<file path="src/rtl/core/codebook_coherence_check_macros.svh">
// Assertion macros shared by the codebook coherence checker RTL.
// Included by modules that carry concurrent checks; needs clock and reset in scope.
`ifndef CODEBOOK_COHERENCE_CHECK_MACROS_SVH
`define CODEBOOK_COHERENCE_CHECK_MACROS_SVH

// Property must hold at every clock edge outside reset.
`define CCC_ASSERT(lbl, prop) \
   lbl: assert property (@(posedge clock) disable iff (reset) (prop)) \
      else $error("codebook coherence check failed");

// Antecedent implies consequent on the next edge.
`define CCC_ASSERT_NEXT(lbl, ante, cons) \
   lbl: assert property (@(posedge clock) disable iff (reset) (ante) |=> (cons)) \
      else $error("codebook coherence sequence check failed");

`endif

</file>
<file path="src/rtl/core/ccc_pkg.sv">
// Package for the codebook coherence checker: payload structs, codes, constants.
// No dependencies; imported by the top level and by ccc_isqrt (ccc_div does not use it).
`default_nettype none

package ccc_pkg;

   // fixed point widths
   localparam int MU_W   = 18;          // pair coherence before saturation
   localparam int ISQ_W  = 36;          // square root radicand
   localparam int ROOT_W = ISQ_W / 2;
   localparam int SAT_W  = 15;

   localparam logic [31:0] UNIT_SQ_LOW  = 32'd267094957;
   localparam logic [31:0] UNIT_SQ_HIGH = 32'd269779311;

   // register indexes
   localparam logic [1:0] CSR_CHANNELS = 2'd0;
   localparam logic [1:0] CSR_LENGTH   = 2'd1;
   localparam logic [1:0] CSR_WARN     = 2'd2;
   localparam logic [1:0] CSR_FAIL     = 2'd3;

   localparam logic [14:0] WARN_RESET = 15'd8192;
   localparam logic [14:0] FAIL_RESET = 15'd12288;

   // grades and causes
   localparam logic [1:0] QUAL_GOOD   = 2'd0;
   localparam logic [1:0] QUAL_WARN   = 2'd1;
   localparam logic [1:0] QUAL_FAILED = 2'd2;

   localparam logic [1:0] CAUSE_NONE  = 2'd0;
   localparam logic [1:0] CAUSE_DIMS  = 2'd1;
   localparam logic [1:0] CAUSE_UNIT  = 2'd2;
   localparam logic [1:0] CAUSE_COHER = 2'd3;

   typedef struct packed {
      logic signed [15:0] elem_re;
      logic signed [15:0] elem_im;
      logic               is_last;
   } req_type;

   typedef struct packed {
      logic [1:0]  quality;
      logic [1:0]  fail_cause;
      logic        dims_ok;
      logic        unit_ok;
      logic        coherence_ok;
      logic [14:0] mu_max;
      logic [3:0]  worst_first;
      logic [3:0]  worst_second;
      logic [6:0]  pair_count;
      logic [14:0] mu_avg;
      logic [14:0] mu_rms;
   } rsp_type;

   function automatic logic [SAT_W-1:0] sat15(input logic [63:0] v);
      logic [SAT_W-1:0] r;
      if (v > 64'd32767) r = 15'd32767;
      else r = v[SAT_W-1:0];
      return r;
   endfunction

endpackage

`default_nettype wire

</file>
<file path="src/rtl/core/ccc_isqrt.sv">
// Integer square root, two radicand bits per cycle, floor result.
// Depends on ccc_pkg for the radicand width.
`default_nettype none

module ccc_isqrt
   import ccc_pkg::*;
(
   input  wire logic              clock,
   input  wire logic              reset,
   input  wire logic              start,
   input  wire logic [ISQ_W-1:0]  rad,
   output logic                   done,
   output logic [ROOT_W-1:0]      root
);

   localparam int REM_W = ROOT_W + 4;
   localparam int CNT_W = $clog2(ROOT_W + 1);

   logic [ISQ_W-1:0]  rad_ff;
   logic [REM_W-1:0]  rem_ff;
   logic [ROOT_W-1:0] root_ff;
   logic [CNT_W-1:0]  cnt_ff;
   logic              busy_ff;
   logic              done_ff;
   logic [REM_W-1:0]  rem_sh;
   logic [REM_W-1:0]  trial;
   logic              take;

   assign rem_sh = {rem_ff[REM_W-3:0], rad_ff[ISQ_W-1 -: 2]};
   assign trial  = REM_W'({root_ff, 2'b01});
   assign take   = rem_sh >= trial;

   always_ff @(posedge clock) begin
      if (reset) begin
         busy_ff <= 1'b0;
         done_ff <= 1'b0;
         cnt_ff  <= '0;
      end else begin
         done_ff <= 1'b0;
         if (start) begin
            busy_ff <= 1'b1;
            cnt_ff  <= CNT_W'(ROOT_W);
            rad_ff  <= rad;
            rem_ff  <= '0;
            root_ff <= '0;
         end else if (busy_ff) begin
            rem_ff  <= take ? rem_sh - trial : rem_sh;
            root_ff <= {root_ff[ROOT_W-2:0], take};
            rad_ff  <= {rad_ff[ISQ_W-3:0], 2'b00};
            cnt_ff  <= cnt_ff - 1'b1;
            if (cnt_ff == CNT_W'(1)) begin
               busy_ff <= 1'b0;
               done_ff <= 1'b1;
            end
         end
      end
   end

   assign done = done_ff;
   assign root = root_ff;

endmodule

`default_nettype wire
</file>
<file path="config.mk">
export PLATFORM = sky130hd
export DESIGN_NAME = ccc_isqrt
export DESIGN_NICKNAME = d
export VERILOG_FILES = /design/src/rtl/core/codebook_coherence_check_macros.svh /design/src/rtl/core/ccc_pkg.sv /design/src/rtl/core/ccc_isqrt.sv
export SDC_FILE = /design/constraint.sdc
export NUM_CORES = 1
export LEC_CHECK = 0
export CORE_MARGIN = 10
export CORE_UTILIZATION = 35
export CTS_CLUSTER_DIAMETER = 30
export DETAILED_ROUTE_END_ITERATION = 16
export DONT_BUFFER_PORTS = 1
export GPL_TIMING_DRIVEN = 0
export SYNTH_ARGS = -nofsm -noshare
export SYNTH_HDL_FRONTEND = slang
export SYNTH_SLANG_ARGS = --single-unit
</file>
<file path="constraint.sdc">
create_clock -name clock -period 5.89 [get_ports clock]
set_input_delay 1.178 -clock clock [delete_from_list [all_inputs] [get_ports clock]]
set_output_delay 1.178 -clock clock [all_outputs]
set_load 0.01 [all_outputs]
</file>
Word-level counts from Yosys, hierarchy flattened

Cells that the tools add are included.

Flip-flop bits (word level): 81
Bits in latches: 0
Memory bits (writable): 0
Memory bits (read-only): 0
Output and inout bits: 19
Memories kept: 0

Add/subtract/negate cells: 2
Multipliers: 0
Div/mod/pow operators: 0
Magnitude comparators: 1
Equality and inequality tests: 1
Shifts and indexed selects: 0
Mux-type cells: 11
Bitwise gates (word level): 2
Reductions and logical operators: 4

Operators by type and width:

| operator                                                               | count |
|---|---|
| 36-bit 2-to-1 mux                                                      | 2 |
| 20-bit 2-to-1 mux                                                      | 2 |
| 22-bit by 20-bit >= comparator with 1-bit output                       | 1 |
| 20-bit subtractor                                                      | 1 |
| 18-bit 2-to-1 mux                                                      | 1 |
| 5-bit 2-to-1 mux                                                       | 2 |
| 5-bit by 1-bit equality test with 1-bit output (second input constant) | 1 |
| 5-bit by 1-bit subtractor with 5-bit output (second input constant)    | 1 |
| 1-bit 2-to-1 mux                                                       | 4 |
| 3-bit OR reduction                                                     | 1 |
| 1-bit NOT                                                              | 2 |
| 2-bit AND reduction                                                    | 1 |
| 2-bit nonzero test                                                     | 1 |
| 2-bit OR reduction                                                     | 1 |

Longest topological paths before layout

Gate-level depths: netlist of run 1.

Word-level depth: 4
Mapped depth: 11

Least setup slack after synthesis of run 1

No wires, ideal clock.

Kind: in2reg
Start point: input port start
End point: register rad_ff[0], enable pin
Library setup time: 0.507 ns
Data arrival time: 4.834 ns
Path slack: 0.549 ns
Cell stages on the path: 4
Buffers on the path: 2
Cell sequence: clkbuf_1 clkbuf_1 nor2_1 nor2_1

Cells in the longest elaborated chain, start to end: 2

Ends and longest elaborated chain:

| item                                 | line            | text |
|---|---|---|
| start, declared                      | ccc_isqrt.sv:10 | `input wire logic start,` |
| 2-bit nonzero test (no source line)  | --              |  |
| 2-bit AND reduction (no source line) | --              |  |
| end signal, assigned                 | ccc_isqrt.sv:43 | `rad_ff <= rad;` |
| end signal, assigned                 | ccc_isqrt.sv:49 | `rad_ff <= {rad_ff[ISQ_W-3:0], 2'b00};` |
| end, declared                        | ccc_isqrt.sv:19 | `logic [ISQ_W-1:0] rad_ff;` |

No other way between the ends.
A chain may end at the register's enable or synchronous reset.

Final worst setup path of run 1

Start point: input port start
End point: register root_ff[5], in the netlist root[5], enable pin

Cells in the longest elaborated chain, start to end: 2

Ends and longest elaborated chain:

| item                                 | line            | text |
|---|---|---|
| 2-bit nonzero test (no source line)  | --              |  |
| 2-bit AND reduction (no source line) | --              |  |
| end signal, assigned                 | ccc_isqrt.sv:48 | `root_ff <= {root_ff[ROOT_W-2:0], take};` |
| end, declared                        | ccc_isqrt.sv:21 | `logic [ROOT_W-1:0] root_ff;` |

No other way between the ends.

==> reports/qor.csv, run 1 <==
stage;metric;value;unit
sta;setup TNS;0;ns
detailed_routing;Post-Route WL;9251;µm
critical_path;CP Data Required Time;5.93;ns
yosys;leading post-synthesis cells by cell area;edfxtp_1 51%, mux2_2 8.8%, ha_1 6.3%;
sta;Clock Skews;0.01001;ns
yosys;Yosys reg bits;81;
yosys;mean post-synth cell area;11.72;µm²
detailed_routing;Pre-antenna DRT Iters;4;
pwr;sw frac;27.85;%
critical_path;crit-path max cell delay;0.58;ns
worst_hold_path;HP Class;reg -> reg;
pwr;clock share of power;34.2;%
yosys;EDFF count, synth;74;
sta;Slew @ Worst Pin;0.7130;ns
final_layout;layout cells sized above 1;15.38;%
detailed_routing;WL per Instance;16.46;µm
cts;root buf cell;clkbuf_16;
placed_design;DP HPWL;6761;µm
floorplanning;chip height;131.6;µm
yosys;count leader, synth;edfxtp_1;
pwr;IR drop worst, VDD;164.3;µV
placed_design;PortBufs;0;
detailed_routing;drt first-iter violations;149;
floorplanning;Die X;131.6;µm
cts;Worst-path clk slew;0.07;ns
critical_path;CP startpoint kind;input pin;
cts;setup bufs post-CTS;0;
cts;TritonCTS Buffers;9;
final_layout;fill count;1197;
yosys;synth unique cells;43;
cts;CTS Sinks;81;
global_routing;gr usage total;11.02;%
final_layout;area growth from synthesis to layout;12.31;%
critical_path;CP Data Arrival Time;3.13;ns
sta;Setup-failing EPs final;0;
sta;final hold violation count;0;
sta;period utilization;52.46;%
global_routing;first-pass GRT wire length;15410;µm
pwr;Lkg Pwr;1.861;nW
sta;count of pins over their slew limit;0;
final_layout;register area;2362;µm²
detailed_routing;post-route ant nets;0;
detailed_routing;vias per inst;4.988;
floorplanning;Top Ports;58;
cts;Resized cells post-CTS;0;
critical_path;Critical Path Sink Type;flop;
pwr;Flop pwr share;46.4;%
sta;RSZ-0062 raised after global routing;false;
global_routing;initial antenna violation count;6;
status;outcome;completed;
cts;# hold bufs at CTS;0;
global_routing;met3 GRT Util;6.364;%
critical_path;R2R setup slack;3.13;ns
floorplanning;core area;12110;µm²
global_routing;GRT met2 Usage;16.97;%
placed_design;RD Place Congestion;0.8426;
global_routing;global routing usage on met1;12.70;%
critical_path;crit-path leading delay family;buffers and inverters;
cts;H-tree Lvls;3;
global_routing;busiest layer in global routing;met2;
yosys;synthesized area;4359;µm²
pwr;internal power;1.104;mW
critical_path;buffers and inverters on the worst path;4;
cts;CTS tree;built;
global_routing;Overflow after GRT;0;
run;maxcap violations;0;
sta;WHS;0.5038;ns
sta;slew margin rel.;52.35;%
critical_path;Slowest cell on crit path;nor2_4;
sta;Max Freq;0.3236;GHz
global_routing;vias in the first global route;2995;
detailed_routing;total number of vias;2803;
critical_path;Crit Path Category;in -> reg;
yosys;Async SR Flop Fraction;0;%
cts;CTS Buffer Depth;2;
yosys;syn nets;433;
yosys;sequential area share after synthesis;54.19;%
final_layout;fin util;40.42;%
critical_path;CP Max Fanout;27;
floorplanning;site row count;40;
floorplanning;initial core utilization;35.99;%
global_routing;largest net degree at the start of global routing;28;
yosys;Synth area leader;edfxtp_1;
sta;Final min period;3.090;ns
detailed_routing;DRC errors left;0;
yosys;Yosys top cell area share;50.98;%
yosys;Synth Instances;372;
pwr;sw power;0.4263;mW
floorplanning;Die Area;17320;µm²
cts;Clk Latency, worst-skew pair;0.34;ns
final_layout;Nets;446;
yosys;top cells by count, synth;74 x edfxtp_1, 46 x nor2_1, 34 x mux2_2, 23 x inv_1, 22 x ha_1;
yosys;Most used DFF post-synth;edfxtp_1;
final_layout;area of the multi-input gates;1858;µm²
yosys;warning count from the yosys run;0;
pwr;PD cells;312.7;nW/µm²
critical_path;critical-path cell list;clkbuf_1 -> clkbuf_1 -> nor2_1 -> nor2_4 -> buf_12 -> buf_12;
pwr;Comb pwr share;19.4;%
cell families after synthesis:
group,after synthesis,synth area share [%]
AND/OR/NAND/NOR,103,10.71
flip-flops,81,54.19
AO/OA/AOI/OAI,69,10.71
multiplexers,45,11.31
buffers and inverters,35,3.358
adder cells (fa/ha/maj),22,6.314
XOR/XNOR,17,3.416
power groups by stage:
stage,sequential (mW),clock (mW),combinational (mW)
after CTS,0.711,0.538,0.298
final,0.710,0.523,0.297
after global placement,0.727,0,0.287
after floorplan,0.717,0,0.238
after detailed placement,0.723,0,0.296
after global routing,0.716,0.556,0.336
routing by layer:
layer / up-vias / wire (µm)
met5: - / 21
met4: 4 / 82
met3: 10 / 1000
met2: 67 / 4122
met1: 1331 / 4023
li1: 1391 / -
final timing paths:
kind                                start         end  depth (start not counted)
worst min register to register  cnt_ff[3]        done                          1
worst min-delay path            cnt_ff[3]        done                          1
worst max-delay path                start     root[5]                          6
worst max register to register    root[0]  rem_ff[18]                          9
cell type report:
cell class / count / area share (%)
buffer: 12 / 1.227
inverter: 23 / 1.763
sequential: 81 / 48.25
timing repair buffer: 2 / 0.8178
clock buffer: 10 / 4.677
tap: 168 / 4.293
antenna: 4 / 0.2044
clock inverter: 6 / 0.8178
multi-input combinational: 256 / 37.95
layout by cell type (no fill, tap or decap), types with 9 or more instances in the layout:
cell type	n
nor2_1	45
a21oi_1	19
mux2_2	34
inv_1	23
clkbuf_16	9
mux2i_1	11
edfxtp_1	74
nor3_1	9
xnor2_1	14
ha_1	22
o21ai_0	10
nand2_1	21
registers in the layout, indices dropped and copies added (netlist names):
signal and flops:
busy_ff 1, cnt_ff 5, done 1, rad_ff 36, rem_ff 20, root 18
metrics by stage:
step	total power, mW	area [µm²]	std cells	setup slack (ns)
final	1.531	4896	562	2.800
after global routing	1.608	4891	560	2.547
after CTS	1.548	4886	558	2.774
after detailed placement	1.019	4617	542	2.419
after global placement	1.015	4569	540	-1.191
after floorplan	0.9552	4359	372	0.5491
Power figures use the tool's default switching activity.
==> run 2, diff against run 1 <==
==> constraint.sdc (replaced) <==
create_clock -name clock -period 2.6 [get_ports clock]
set_input_delay 0.52 -clock clock [delete_from_list [all_inputs] [get_ports clock]]
set_output_delay 0.52 -clock clock [all_outputs]
set_load 0.01 [all_outputs]
==> reports/qor.csv, run 2 (synthesis results as in run 1) <==
stage;metric;value;unit
status;outcome;completed;
final_layout;commonest non-fill, non-tap cells in the layout;74 x edfxtp_1, 45 x nor2_1, 34 x mux2_2, 22 x inv_1, 21 x nand2_1;
sta;Setup-failing EPs final;0;
pwr;Pwr Total;3.641;mW
placed_design;placed cell area;4618;µm²
sta;Final min period;2.497;ns
cts;CTS Buffer Depth;2;
detailed_routing;drt first-iter violations;153;
global_routing;Overflow after GRT;0;
floorplanning;Die Area;17320;µm²
global_routing;largest net degree at the start of global routing;30;
floorplanning;chip height;131.6;µm
cts;TritonCTS Buffers;9;
pwr;Lkg Pwr;1.905;nW
placed_design;Post-Place Worst Slack;-0.2224;ns
final_layout;area of the multi-input gates;2003;µm²
worst_hold_path;HP Class;in -> reg;
detailed_routing;vias per inst;5.021;
sta;period utilization;96.05;%
sta;Max Freq;0.4004;GHz
floorplanning;Die X;131.6;µm
global_routing;initial antenna violation count;7;
placed_design;RD Place Congestion;0.8657;
placed_design;DP HPWL;6731;µm
critical_path;CP Max Fanout;5;
detailed_routing;Pre-antenna DRT Iters;5;
final_layout;area growth from synthesis to layout;17.51;%
global_routing;vias in the first global route;2894;
sta;slew margin rel.;55.74;%
detailed_routing;DRC errors left;0;
final_layout;max reg flops;36;
placed_design;PortBufs;0;
floorplanning;core area;12110;µm²
cts;CTS Sinks;81;
detailed_routing;Post-Route WL;9494;µm
cts;root buf cell;clkbuf_16;
final_layout;register area;2362;µm²
sta;Final WS setup;0.1026;ns
detailed_routing;WL per Instance;16.74;µm
final_layout;fill count;1187;
critical_path;CP Data Arrival Time;2.57;ns
final_layout;layout cells sized above 1;21.32;%
final_layout;Largest Register;rad_ff;
pwr;IR drop worst, VDD;425.3;µV
sta;final hold violation count;0;
global_routing;gr usage total;10.80;%
critical_path;Crit Path Category;reg -> reg;
sta;count of pins over their slew limit;0;
detailed_routing;post-route ant nets;0;
floorplanning;site row count;40;
final_layout;commonest non-fill, non-tap cell in the layout;edfxtp_1;
floorplanning;initial core utilization;35.99;%
cts;Worst-path clk slew;0.06;ns
detailed_routing;total number of vias;2847;
final_layout;Nets;450;
run;maxcap violations;0;
sta;setup TNS;0;ns
cts;# hold bufs at CTS;0;
final_layout;fin util;42.29;%
final_layout;post-route cell area;5122;µm²
critical_path;CP Data Required Time;2.67;ns
sta;Clock Skews;0.01194;ns
sta;Slew @ Worst Pin;0.6639;ns
cts;Clk Latency, worst-skew pair;0.34;ns
critical_path;CP startpoint kind;flop;
pwr;PD cells;710.7;nW/µm²
global_routing;first-pass GRT wire length;15090;µm
cts;H-tree Lvls;3;
cts;CTS tree;built;
critical_path;Critical Path Sink Type;flop;
floorplanning;Top Ports;58;
==> run 2: cell types whose count changed in the layout (fill, tap and decap cells not counted), sizes merged <==
cell / delta
buf: +3
clkinv: +2
inv: -2
bufinv: +1
diode: +1
==> run 2: path summary, 6_finish.rpt <==
kind / slack [ns] / depth (start not counted) / start / to
hold / removal: 0.38 / 1 / rad[1] / rad_ff[1]
setup / recovery: 0.10 / 9 / root[0] / rem_ff[17]
hold reg to reg: 0.52 / 1 / cnt_ff[3] / done
setup reg to reg: 0.10 / 9 / root[0] / rem_ff[17]
==> run 2: through the flow <==
| stage | cells | hold slack [ns] |
|---|---|---|
| floorplan | 372 | 0.4643 |
| global placement | 540 | 0.4937 |
| detailed placement | 542 | 0.5074 |
| CTS | 557 | 0.3662 |
| global route | 565 | 0.3747 |
| finish | 567 | 0.3818 |
==> run 2: timing repair <==
item                                    in CTS  in global routing
endpoints found under the setup margin      13                 19
resized for setup                            8                 18
cloned                                       0                  1
buffers inserted                             0                  4
==> run 2: worst max-delay path, cell delays in order (launching register included) <==
cell      delay (ns)
edfxtp_1        0.48
inv_1           0.18
ha_4            0.24
o211ai_1        0.22
o21ai_1         0.14
a21oi_1         0.31
o21ba_2         0.22
nor3_2          0.06
nor3_1          0.26
o41ai_2         0.12
==> run 2: area by class of cell <==
type | instances | share of cell area (%)
Multi-Input combinational cell | 256 | 39.11
Antenna cell | 5 | 0.2443
Buffer | 11 | 1.148
Inverter | 23 | 1.685
Tap cell | 168 | 4.104
Sequential cell | 81 | 46.12
Clock buffer | 9 | 4.397
Clock inverter | 7 | 1.343
Timing Repair Buffer | 7 | 1.856
==> run 2: metal layers <==
| metal | wire length (µm) | vias up | GRT usage [%] |
|---|---|---|---|
| met5 | 34 | - | 0 |
| met4 | 131 | 4 | 3.956 |
| met3 | 1001 | 14 | 6.517 |
| met2 | 4243 | 78 | 16.11 |
| met1 | 4083 | 1353 | 12.42 |
| li1 | - | 1398 | - |
==> run 2: power by group <==
part / switching (mW) / leakage [nW] / internal [mW]
clock: 0.528 / 0.145 / 0.744
combinational: 0.401 / 0.987 / 0.353
sequential: 0.0626 / 0.773 / 1.55
