--- src/rtl/core/codebook_coherence_check_macros.svh ---
// Assertion macros shared by the codebook coherence checker RTL.
// Included by modules that carry concurrent checks; needs clock and reset in scope.
`ifndef CODEBOOK_COHERENCE_CHECK_MACROS_SVH
`define CODEBOOK_COHERENCE_CHECK_MACROS_SVH

// Property must hold at every clock edge outside reset.
`define CCC_ASSERT(lbl, prop) \
   lbl: assert property (@(posedge clock) disable iff (reset) (prop)) \
      else $error("codebook coherence check failed");

// Antecedent implies consequent on the next edge.
`define CCC_ASSERT_NEXT(lbl, ante, cons) \
   lbl: assert property (@(posedge clock) disable iff (reset) (ante) |=> (cons)) \
      else $error("codebook coherence sequence check failed");

`endif

--- src/rtl/core/ccc_div.sv ---
// Restoring divider, one quotient bit per cycle, unsigned.
// Depends on nothing but its parameters.
`default_nettype none

module ccc_div #(
   parameter int N_W = 48,
   parameter int D_W = 12
) (
   input  wire logic           clock,
   input  wire logic           reset,
   input  wire logic           start,
   input  wire logic [N_W-1:0] num,
   input  wire logic [D_W-1:0] den,
   output logic                done,
   output logic [N_W-1:0]      quot
);

   localparam int CNT_W = $clog2(N_W + 1);

   logic [D_W-1:0]   rem_ff;
   logic [D_W-1:0]   den_ff;
   logic [N_W-1:0]   quo_ff;
   logic [CNT_W-1:0] cnt_ff;
   logic             busy_ff;
   logic             done_ff;
   logic [D_W:0]     trial;
   logic             take;

   assign trial = {rem_ff, quo_ff[N_W-1]};
   assign take  = trial >= {1'b0, den_ff};

   always_ff @(posedge clock) begin
      if (reset) begin
         busy_ff <= 1'b0;
         done_ff <= 1'b0;
         cnt_ff  <= '0;
      end else begin
         done_ff <= 1'b0;
         if (start) begin
            busy_ff <= 1'b1;
            cnt_ff  <= CNT_W'(N_W);
            rem_ff  <= '0;
            quo_ff  <= num;
            den_ff  <= den;
         end else if (busy_ff) begin
            if (take) rem_ff <= D_W'(trial - {1'b0, den_ff});
            else rem_ff <= trial[D_W-1:0];
            quo_ff <= {quo_ff[N_W-2:0], take};
            cnt_ff <= cnt_ff - 1'b1;
            if (cnt_ff == CNT_W'(1)) begin
               busy_ff <= 1'b0;
               done_ff <= 1'b1;
            end
         end
      end
   end

   assign done = done_ff;
   assign quot = quo_ff;

endmodule

`default_nettype wire

--- config.mk ---
export PLATFORM = sky130hd
export DESIGN_NAME = ccc_div
export DESIGN_NICKNAME = d
export VERILOG_FILES = /design/src/rtl/core/codebook_coherence_check_macros.svh /design/src/rtl/core/ccc_div.sv
export SDC_FILE = /design/constraint.sdc
export NUM_CORES = 1
export LEC_CHECK = 0
export BUFFER_PORTS_ARGS = -buffer_cell sky130_fd_sc_hd__clkbuf_2
export CORE_ASPECT_RATIO = 0.8
export CORE_MARGIN = 2
export CORE_UTILIZATION = 56
export CTS_CLUSTER_DIAMETER = 100
export DETAILED_ROUTE_END_ITERATION = 10
export GPL_TIMING_DRIVEN = 0
export PLACE_DENSITY_LB_ADDON = 0.1
export SLEW_MARGIN = 5
export SYNTH_ARGS = -nofsm -noshare
export SYNTH_HDL_FRONTEND = slang
export SYNTH_SLANG_ARGS = --single-unit
export TNS_END_PERCENT = 10
--- constraint.sdc ---
create_clock -name clock -period 8.2 [get_ports clock]
set_input_delay 1.64 -clock clock [delete_from_list [all_inputs] [get_ports clock]]
set_output_delay 1.64 -clock clock [all_outputs]
set_load 0.005 [all_outputs]
# Word level (Yosys, flattened, before mapping)
# Index checks and enable logic that the tools add are counted.
dict set report totals {
  in_bits 63
  regBits 80
  word_cells 28
}
dict set report op_classes {
  n_lt_le_gt_ge 1
  addsub 2
  reduce_logical 5
  eq_ne 1
  n_mux 10
  bitwise 2
}
# operator count
set op_table {}
lappend op_table {{48-bit 2-to-1 mux} 2}
lappend op_table {{12-bit 2-to-1 mux} 2}
lappend op_table {{13-bit by 12-bit >= comparator with 1-bit output} 1}
lappend op_table {{6-bit 2-to-1 mux} 2}
lappend op_table {{12-bit subtractor} 1}
lappend op_table {{6-bit by 1-bit equality test with 1-bit output (second input constant)} 1}
lappend op_table {{6-bit by 1-bit subtractor with 6-bit output (second input constant)} 1}
lappend op_table {{1-bit 2-to-1 mux} 4}
lappend op_table {{2-bit AND reduction} 2}
lappend op_table {{3-bit OR reduction} 1}
lappend op_table {{1-bit NOT} 2}
lappend op_table {{2-bit nonzero test} 1}
lappend op_table {{2-bit OR reduction} 1}

# Depth between registers and ports, before layout
# Gate-level depths: netlist of the first run.
dict set report logic_depth {
  depth_word 4
  mapped_depth 9
  mapped_depth_nobuf 9
}

# Worst setup path after synthesis of the first run
# OpenSTA, ideal clock, no wires.
dict set report synth_path {
  path_type {in2reg}
  startpoint {in start}
  endpoint {reg quo_ff[0] (netlist: quot[0]), enable pin}
  n_path_buf 3
  cell_stages 5
  t_required_ns 7.722
  arrival_time_ns 4.930
  path_slack_ns 2.791
  path_cell_list {clkbuf_1 -> buf_2 -> buf_1 -> nor2_1 -> nor2_1}
}
dict set report synth_via {
  elab_chain_cells 2
}
# element line_no
set synth_rtl {}
lappend synth_rtl {{from (decl)} ccc_div.sv:11} ;# input wire logic start,
lappend synth_rtl {{2-bit nonzero test (no source line)} --}
lappend synth_rtl {{2-bit AND reduction (no source line)} --}
lappend synth_rtl {{to (signal assigned)} ccc_div.sv:43} ;# quo_ff <= num;
lappend synth_rtl {{to (signal assigned)} ccc_div.sv:48} ;# quo_ff <= {quo_ff[N_W-2:0], take};
lappend synth_rtl {{to (decl)} ccc_div.sv:22} ;# logic [N_W-1:0] quo_ff;
# Every way passes these cells.
# A chain may end at the register's enable or synchronous reset.

# Worst setup path after layout of the first run
dict set report layout_path {
  startpoint {in start}
  endpoint {reg den_ff[8], enable pin}
}
dict set report layout_via {
  elab_chain_cells 1
}
# element line_no
set layout_rtl {}
lappend layout_rtl {{2-bit AND reduction (no source line)} --}
lappend layout_rtl {{to (signal assigned)} ccc_div.sv:44} ;# den_ff <= den;
lappend layout_rtl {{to (decl)} ccc_div.sv:21} ;# logic [D_W-1:0] den_ff;
# Every way passes these cells.

==> impl_metrics.json, run 1 <==
{
  "tightestPinTransition_ns": 1.18,
  "regArea_um2": 2320,
  "core_area_um2": 6820,
  "ant_nets": 0,
  "min-delay-start": "cnt_ff[1]",
  "synth.distinct_cells": 44,
  "finalCritPeriodShare": 0.449,
  "via_per_inst": 5.41,
  "nNetsFinal": 494,
  "vdd_drop_max_mv": 0.138,
  "htree_num_levels": 3,
  "first_global_vias": 2743,
  "grt_usage": 0.214,
  "grt_overflow": 0,
  "power_density_nw_per_um2": 205,
  "dp_hpwl_um": 5800,
  "numCtsBuffers": 9,
  "r2r_cells": 8,
  "syn_to_final_growth_pct": 23.0,
  "syn_inst": 294,
  "fin_crit_ns": 3.68,
  "critical_path_class": "in -> reg",
  "required_ns": 8.17,
  "clk-insertion-delay-late_ns": 0.35,
  "synth.cell_area_um2": 3930,
  "drc_errors": 0,
  "placed_area_um2": 4640,
  "path_max_fanout": 12,
  "holdWs_ns": 0.554,
  "drt_iter0_drc": 188,
  "synth_edf_count": 72,
  "r2r_slack_ns": 5.76,
  "slew_headroom": 0.209,
  "cts_tree": "yes",
  "fin_setup_tns_ns": 0,
  "drive_above_1_share": 0.437,
  "utilization": 0.708,
  "regToRegStartpoint": "rem_ff[6]",
  "max_freq_ghz": 0.271,
  "worstSetupStartpointType": "input pin",
  "min_to": "cnt_ff[1]",
  "cts_sinks": 80,
  "grt_pass1_wl_um": 12900,
  "drv_slew": 0,
  "min-delay-path-class": "reg -> reg",
  "max_cap_violations": 0,
  "worstSetupStartpoint": "start",
  "die_h_um": 78.9,
  "clockRootBuffer": "clkbuf_8",
  "synthTopCellsByArea": "edfxtp_1 55%, mux2_2 13%, ha_1 4.5%, dfxtp_1 4.1%, a21oi_1 2.3%",
  "synth_top_flop_cell": "edfxtp_1",
  "synthTopCellsByCount": "72 x edfxtp_1, 47 x mux2_2, 21 x nand2_1",
  "synth-seq-cells": 80,
  "die_x_um": 97.6,
  "cts_resized": 0,
  "finalSetupViolCount": 0,
  "p_total_mw": 0.990,
  "antenna_cells": 0,
  "wl_per_cell_um": 15.5,
  "ys_seq_area_frac": 0.591,
  "post-cts-setup-buffers": 0,
  "multi_input_comb_area_um2": 1490,
  "start_util": 0.575,
  "first_pass_iters": 4,
  "post-synth-top-count-cell": "edfxtp_1",
  "hold_depth": 2,
  "end_kind": "flip-flop",
  "io_pins": 112,
  "syn_nets": 372,
  "avgSynthCellArea_um2": 13.4,
  "postSynth.asyncResetShare": 0,
  "grt_max_degree": 31,
  "grt_antenna_before_repair": 0,
  "port_buffers": 109,
  "wirelength_um": 7900,
  "cp.arrival_ns": 3.66,
  "reg2reg_to": "rem_ff[4]",
  "ys_warn_count": 0,
  "final_area_um2": 4830,
  "hold_buffers": 0,
  "via_count": 2750,
  "clkTransAtPathRegs_ns": 0.08,
  "rsz0062_at_grt": "no",
  "place_congestion": 0.863,
  "fin_skew_ns": 0.00377,
  "run_status": "complete, no violations",
  "ctsLongestPathBuffers": 2,
  "rows": 27,
  "synth.top_cell.area_share": 0.551,
  "yosysTopAreaCell": "edfxtp_1",
  "hold_viol": 0,
  "fill_cells": 514,
  "p_leak_nw": 2.00,
  "dieArea_um2": 7700
}
==> through the flow <==
stage               instances  worst slack [ns]
floorplan                 294              2.79
global placement          490              1.39
detailed placement        492              4.05
CTS                       508              4.43
global route              508              4.24
finish                    508              4.52
==> flip-flops by register name, summed over array words and instances (netlist names) <==
name	flops
done	1
den_ff	12
cnt_ff	6
quot	48
rem_ff	12
busy_ff	1
==> layer usage <==
metal  vias to the layer above  routed length, um  global-route usage
met3                         8                493              0.0783
met4                         0                 69              0.0542
met2                        82               3840               0.342
met5                         -                  0                   0
li1                       1352                  -                   -
met1                      1308               3500               0.282
==> final cells by class <==
class	count	area share
flip-flops and latches	80	0.481
multi-input cells	186	0.308
repair buffers	111	0.123
clock buffers	9	0.0256
well taps	87	0.0225
clock inverters	7	0.0148
inverters	17	0.0132
plain buffers	11	0.0119
==> report_power, final <==
group          switching, mW  internal [mW]  total [mW]
Clock                  0.147          0.140       0.287
Combinational          0.107         0.0970       0.204
Sequential            0.0157          0.483       0.499
==> placed cells by master, fill, tap and decap left out, types with 2 or more instances in the layout <==
cell type   synthesis  layout
clkbuf_2            0     109
edfxtp_1           72      72
mux2_2             47      47
nand2_1            21      21
a21oi_1            18      18
inv_1              17      17
nor2_1             17      16
ha_1               14      14
clkbuf_8            0       9
dfxtp_1             8       8
and3_1              6       6
xor2_1              6       6
nor3_1              6       6
o21ai_0             5       5
xnor2_1             5       5
clkbuf_1            4       4
buf_1               4       4
nand3_1             4       4
o21a_1              3       3
a31oi_1             3       3
nor2b_1             2       2
a21o_1              2       2
o31ai_1             2       2
buf_6               2       2
o2111ai_1           2       2
nand4_1             2       2
nand3b_1            2       2
a211oi_2            2       2
clkinvlp_4          0       2
==> worst max-delay path by stage <==
stage	to	slack [ns]	depth (start not counted)
2_1_floorplan	quot[0]	2.79	5
3_5_place_dp	den_ff[11]	4.05	5
4_1_cts	den_ff[8]	4.43	5
6_report	den_ff[8]	4.52	5
3_3_place_gp	quot[26]	1.39	5
5_1_grt	den_ff[8]	4.24	5
==> kinds of logic after synthesis <==
family / synth area share
AOI/OAI and AO/OA: 0.0905
xor gates and xnor gates: 0.0245
adders and majority gates: 0.0497
buffers and inverters: 0.0309
DFF: 0.591
muxes: 0.135
and+or+nand+nor: 0.0781
==> critical path, stage by stage <==
cell and delay, ns:
clkbuf_1 0.17, buf_2 0.30, buf_1 0.42, inv_1 0.18, nor2_1 0.93
Power figures use the tool's default switching activity.
==> run 2, diff against run 1 <==
--- a/config.mk
+++ b/config.mk
@@ -5,10 +5,11 @@
 export SDC_FILE = /design/constraint.sdc
 export NUM_CORES = 1
 export LEC_CHECK = 0
+export ABC_AREA = 1
 export BUFFER_PORTS_ARGS = -buffer_cell sky130_fd_sc_hd__clkbuf_2
 export CORE_ASPECT_RATIO = 0.8
 export CORE_MARGIN = 2
-export CORE_UTILIZATION = 56
+export CORE_UTILIZATION = 53
 export CTS_CLUSTER_DIAMETER = 100
 export DETAILED_ROUTE_END_ITERATION = 10
 export GPL_TIMING_DRIVEN = 0
==> constraint.sdc (replaced) <==
create_clock -name clock -period 3.7 [get_ports clock]
set_input_delay 0.74 -clock clock [delete_from_list [all_inputs] [get_ports clock]]
set_output_delay 0.74 -clock clock [all_outputs]
set_load 0.005 [all_outputs]
==> run 2 against run 1 <==
  * Clock skew grew 0.0091 ns
  * Setup slack got worse by 2.9 ns
  * Synthesized area up 5.2%
  * Global-route usage up 1.8 points
  * Flip-flop and latch count stayed put
  * Final cell count is 41% higher
  * First-iteration DRC count decreased by 36%
  * Worst hold slack worse by 0.058 ns
  * Sequential power increased by 130%
  * Sequential share of layout area down 2.4 points
==> impl_metrics.json, run 2 <==
{
  "run_status": "complete, no violations",
  "p_total_mw": 2.37,
  "syn_nets": 560,
  "clock_power_share": 0.279,
  "min-delay-path-class": "reg -> reg",
  "synth_edf_count": 72,
  "port_buffers": 110,
  "dp_hpwl_um": 6990,
  "grt_max_degree": 25,
  "vdd_drop_max_mv": 0.260,
  "ys_seq_area_frac": 0.562,
  "synthTopCellsByCount": "234 x nand2_1, 72 x edfxtp_1, 48 x inv_1",
  "swShare": 0.295,
  "nNetsFinal": 683,
  "synth_top_flop_cell": "edfxtp_1",
  "htree_num_levels": 3,
  "comb_power_share": 0.237,
  "path_max_fanout": 13,
  "fill_cells": 616,
  "wirelength_um": 9210,
  "syn_inst": 482,
  "pre_cts_slack_ns": 1.15,
  "drive_above_1_share": 0.231,
  "switchingPower_mw": 0.697,
  "worstSetupStartpoint": "start",
  "power_density_nw_per_um2": 465,
  "min_to": "cnt_ff[4]",
  "fin_skew_ns": 0.0128,
  "hold_buffers": 0,
  "fin_crit_ns": 2.12,
  "placed_area_um2": 4880,
  "holdWs_ns": 0.496,
  "clockRootBuffer": "clkbuf_8",
  "finalSetupViolCount": 0,
  "clkTransAtPathRegs_ns": 0.08,
  "synthTopCellsByArea": "edfxtp_1 52%, nand2_1 21%, inv_1 4.4%, ha_1 4.2%, dfxtp_1 3.9%",
  "finalCritPeriodShare": 0.572,
  "ctsLongestPathBuffers": 2,
  "drv_slew": 0,
  "die_h_um": 82.9,
  "ys_warn_count": 0,
  "first_global_vias": 3305,
  "avgSynthCellArea_um2": 8.57,
  "synth.cell_area_um2": 4130,
  "core_area_um2": 7460,
  "syn_to_final_growth_pct": 23.2,
  "hold_depth": 2,
  "dieArea_um2": 8520,
  "cp.arrival_ns": 2.08,
  "grt_pass1_wl_um": 15400,
  "tightestPinTransition_ns": 1.11,
  "synth-seq-cells": 80,
  "synth.distinct_cells": 27,
  "fin_setup_tns_ns": 0,
  "drc_errors": 0,
  "grt_usage": 0.232,
  "intPower_mw": 1.67,
  "worstSetupStartpointType": "input pin",
  "die_x_um": 103,
  "rsz0062_at_grt": "no",
  "hold_viol": 0,
  "mostFrequentLayoutCells": "234 x nand2_1, 110 x clkbuf_2, 72 x edfxtp_1",
  "cts_tree": "yes",
  "post-cts-setup-buffers": 0,
  "pwr-share-seq": 0.484,
  "drt_iter0_drc": 120,
  "first_pass_iters": 4,
  "required_ns": 3.66,
  "ant_nets": 0,
  "postSynth.asyncResetShare": 0,
  "p_leak_nw": 2.58,
  "setup_ws_ns": 1.58,
  "slew_headroom": 0.259,
  "max_cap_violations": 0,
  "rows": 28,
  "min-delay-start": "cnt_ff[4]",
  "cts_resized": 0,
  "post-synth-top-count-cell": "nand2_1",
  "mostFrequentLayoutCell": "nand2_1",
  "reg2reg_to": "rem_ff[6]",
  "antenna_cells": 0,
  "r2r_cells": 13,
  "wl_per_cell_um": 12.9,
  "regToRegStartpoint": "quot[47]",
  "largest_reg_flops": 48,
  "yosysTopAreaCell": "edfxtp_1",
  "cts_sinks": 80,
  "critical_path_class": "in -> reg",
  "synth.top_cell.area_share": 0.524,
  "max_freq_ghz": 0.473,
  "via_per_inst": 4.77,
  "clk-insertion-delay-late_ns": 0.35,
  "start_util": 0.553,
  "numCtsBuffers": 9,
  "grt_overflow": 0,
  "r2r_slack_ns": 1.67,
  "place_congestion": 0.914,
  "end_kind": "flip-flop",
  "grt_antenna_before_repair": 0,
  "final_area_um2": 5080,
  "via_count": 3413,
  "io_pins": 112
}
==> run 2: changes by cell type after synthesis, moves of 8 or more <==
cell	delta
a21oi_1	-13
clkbuf_1	+8
inv_1	+31
mux2_2	-47
nand2_1	+213
nand3_1	+8
nor2_1	+19
==> run 2: per-layer routing <==
layer  part of all wire  track usage
met5                  0            0
met4             0.0073       0.0436
met3              0.065       0.0665
met2               0.47        0.367
met1               0.46        0.322
==> run 2: final cells by class <==
class	instances	area [um2]	share of cell area
Sequential cell	80	2320	0.457
Tap cell	105	131	0.0258
Clock inverter	1	8.76	0.00172
Clock buffer	15	199	0.0391
Timing Repair Buffer	112	606	0.119
Inverter	52	195	0.0384
Buffer	14	67.6	0.0133
Multi-Input combinational cell	336	1560	0.306
==> run 2: logic make-up after synthesis <==
logic type,after synthesis,share of synthesized area
compound gates,11,0.0158
flops,80,0.562
fa+ha+maj,15,0.0473
buf+inv,66,0.0636
xor+xnor,6,0.0127
simple gates,304,0.298
==> run 2: worst max path at each step <==
stage / slack [ns] / cells past startpoint / to
CTS: 1.51 / 3 / den_ff[3]
finish: 1.58 / 3 / den_ff[4]
global route: 1.41 / 3 / den_ff[4]
detailed placement: 1.15 / 3 / den_ff[11]
global placement: -0.30 / 3 / quot[34]
floorplan: 0.64 / 3 / quot[0]
==> run 2: critical path, cell delays in order <==
cell	delay, ns
clkbuf_1	0.27
inv_2	0.19
nor2_1	0.87
==> run 2: power by group through the flow <==
stage                     clock, mW  sequential [mW]  combinational [mW]
final                         0.660             1.15               0.560
after global routing          0.706             1.16               0.641
after CTS                     0.671             1.15               0.561
after detailed placement          0             1.16               0.558
after global placement            0             1.17               0.532
after floorplan                   0             1.16               0.369
==> run 2: through the flow <==
step                      utilization  std cells
final                           0.681        715
after global routing            0.681        715
after CTS                       0.681        715
after detailed placement        0.654        699
after global placement          0.645        697
after floorplan                     -        482
==> run 3, diff against run 2 <==
==> constraint.sdc (replaced) <==
create_clock -name clock -period 1.99 [get_ports clock]
set_input_delay 0.398 -clock clock [delete_from_list [all_inputs] [get_ports clock]]
set_output_delay 0.398 -clock clock [all_outputs]
set_load 0.005 [all_outputs]
==> run 3 against run 2 <==
  * Clock skew down 0.0017 ns
  * Worst hold slack worse by 0.28 ns
  * Combinational power up 140%
  * Critical path depth up 6
  * Sequential power up 87%
  * Register-to-register slack worse by 1.7 ns
  * Power up 97%
  * Global-route usage down 0.071 points
  * Utilization up 5.3 points
  * Non-clock buffer count up 16
  * Via count up 6.0%
  * Critical path type is now reg -> reg
==> impl_metrics.json, run 3 (same netlist as run 2, synthesis figures left out) <==
{
  "r2r_cells": 9,
  "endpoint": "rem_ff[9]",
  "antenna_cells": 0,
  "drv_slew": 0,
  "holdWs_ns": 0.217,
  "core_area_um2": 7460,
  "grt_antenna_before_repair": 0,
  "setup_ws_ns": 0.0117,
  "syn_to_final_growth_pct": 32.7,
  "clockRootBuffer": "clkbuf_8",
  "fin_skew_ns": 0.0112,
  "via_per_inst": 4.95,
  "largest_reg_flops": 48,
  "wirelength_um": 9990,
  "clkTransAtPathRegs_ns": 0.08,
  "tightestPinTransition_ns": 1.26,
  "min-delay-path-class": "in -> reg",
  "place_congestion": 0.962,
  "end_kind": "flip-flop",
  "dp_hpwl_um": 6960,
  "ctsLongestPathBuffers": 2,
  "finalCritPeriodShare": 0.994,
  "power_density_nw_per_um2": 852,
  "vdd_drop_max_mv": 0.476,
  "rows": 28,
  "placed_area_um2": 4900,
  "clk-insertion-delay-late_ns": 0.36,
  "worstSetupStartpointType": "flip-flop",
  "grt_pass1_wl_um": 15300,
  "ant_nets": 0,
  "p_leak_nw": 2.69,
  "max_cap_violations": 0,
  "fin_cells": 731,
  "io_pins": 112,
  "place_inst": 699,
  "rsz0062_at_grt": "yes",
  "drt_iter0_drc": 143,
  "run_status": "complete, no violations",
  "fin_setup_tns_ns": 0,
  "cts_sinks": 80,
  "mostFrequentLayoutCell": "nand2_1",
  "first_pass_iters": 4,
  "grt_overflow": 0,
  "reg2reg_to": "rem_ff[9]",
  "dieArea_um2": 8520,
  "cts_tree": "yes",
  "regToRegStartpoint": "rem_ff[8]",
  "required_ns": 2.11,
  "via_count": 3617,
  "critical_path_class": "reg -> reg",
  "p_total_mw": 4.67,
  "die_x_um": 103,
  "numCtsBuffers": 9,
  "max_freq_ghz": 0.505,
  "nNetsFinal": 699,
  "fin_crit_ns": 1.98,
  "first_global_vias": 3270,
  "path_max_fanout": 6,
  "pre_cts_slack_ns": -0.0511,
  "utilization": 0.734,
  "port_buffers": 110,
  "die_h_um": 82.9,
  "htree_num_levels": 3,
  "final_area_um2": 5480,
  "hold_viol": 0,
  "worstSetupStartpoint": "rem_ff[8]",
  "drive_above_1_share": 0.312,
  "r2r_slack_ns": 0.01,
  "slew_headroom": 0.155,
  "cp.arrival_ns": 2.10,
  "wl_per_cell_um": 13.7,
  "finalSetupViolCount": 0,
  "grt_max_degree": 29,
  "mostFrequentLayoutCells": "225 x nand2_1, 110 x clkbuf_2, 72 x edfxtp_1",
  "drc_errors": 0,
  "start_util": 0.553,
  "grt_usage": 0.231
}
[run 3: changes by cell type in the layout (fill, tap and decap cells not counted), sizes merged]
cell / delta
clkinv: +4
clkbuf: -4
bufinv: +1
buf: +14
inv: +1
[run 3: layer usage]
metal  vias to the layer above  wire length [um]  share of wire  global-route usage
met3                        20               793          0.079              0.0699
met5                         -                 0              0                   0
met4                         0               193          0.019              0.0642
met2                       142              4660           0.47               0.354
met1                      1642              4350           0.43               0.320
li1                       1813                 -              -                   -
[run 3: final cells by class]
class,count,area [um2]
fill,565,1980
timing repair buffer,128,753
sequential,80,2320
clock inverter,7,70.1
buffer,14,96.3
tap,105,131
clock buffer,9,124
inverter,52,203
multi-input combinational,336,1780
[run 3: repair_timing]
item                       4_1_cts  5_1_grt
hold endpoints to repair         0        0
buffers inserted                 0       14
hold buffers                     0        0
resized for setup                7       36
gates cloned                     0        2
setup endpoints to repair       12       13
pin swaps                        0       15
[run 3: worst min path at each step]
stage,cells past startpoint,to,start
2_1_floorplan,2,cnt_ff[4],cnt_ff[4]
3_3_place_gp,2,cnt_ff[4],cnt_ff[4]
3_5_place_dp,2,cnt_ff[4],cnt_ff[4]
4_1_cts,1,den_ff[9],den[9]
5_1_grt,1,den_ff[8],den[8]
6_report,1,den_ff[6],den[6]
[run 3: report_power, final]
part | internal [mW] | total, mW | switching, mW
clock network | 0.580 | 1.20 | 0.617
registers | 2.04 | 2.15 | 0.107
logic | 0.598 | 1.32 | 0.723
[run 3: critical path, stage by stage (launching register included)]
cell and delay [ns]:
edfxtp_1 0.45, ha_4 0.35, nand2_1 0.12, nor3_2 0.17, nand3_2 0.14, nand3_4 0.19, clkbuf_16 0.18, inv_2 0.03
nor2_2 0.08, nor2_1 0.04
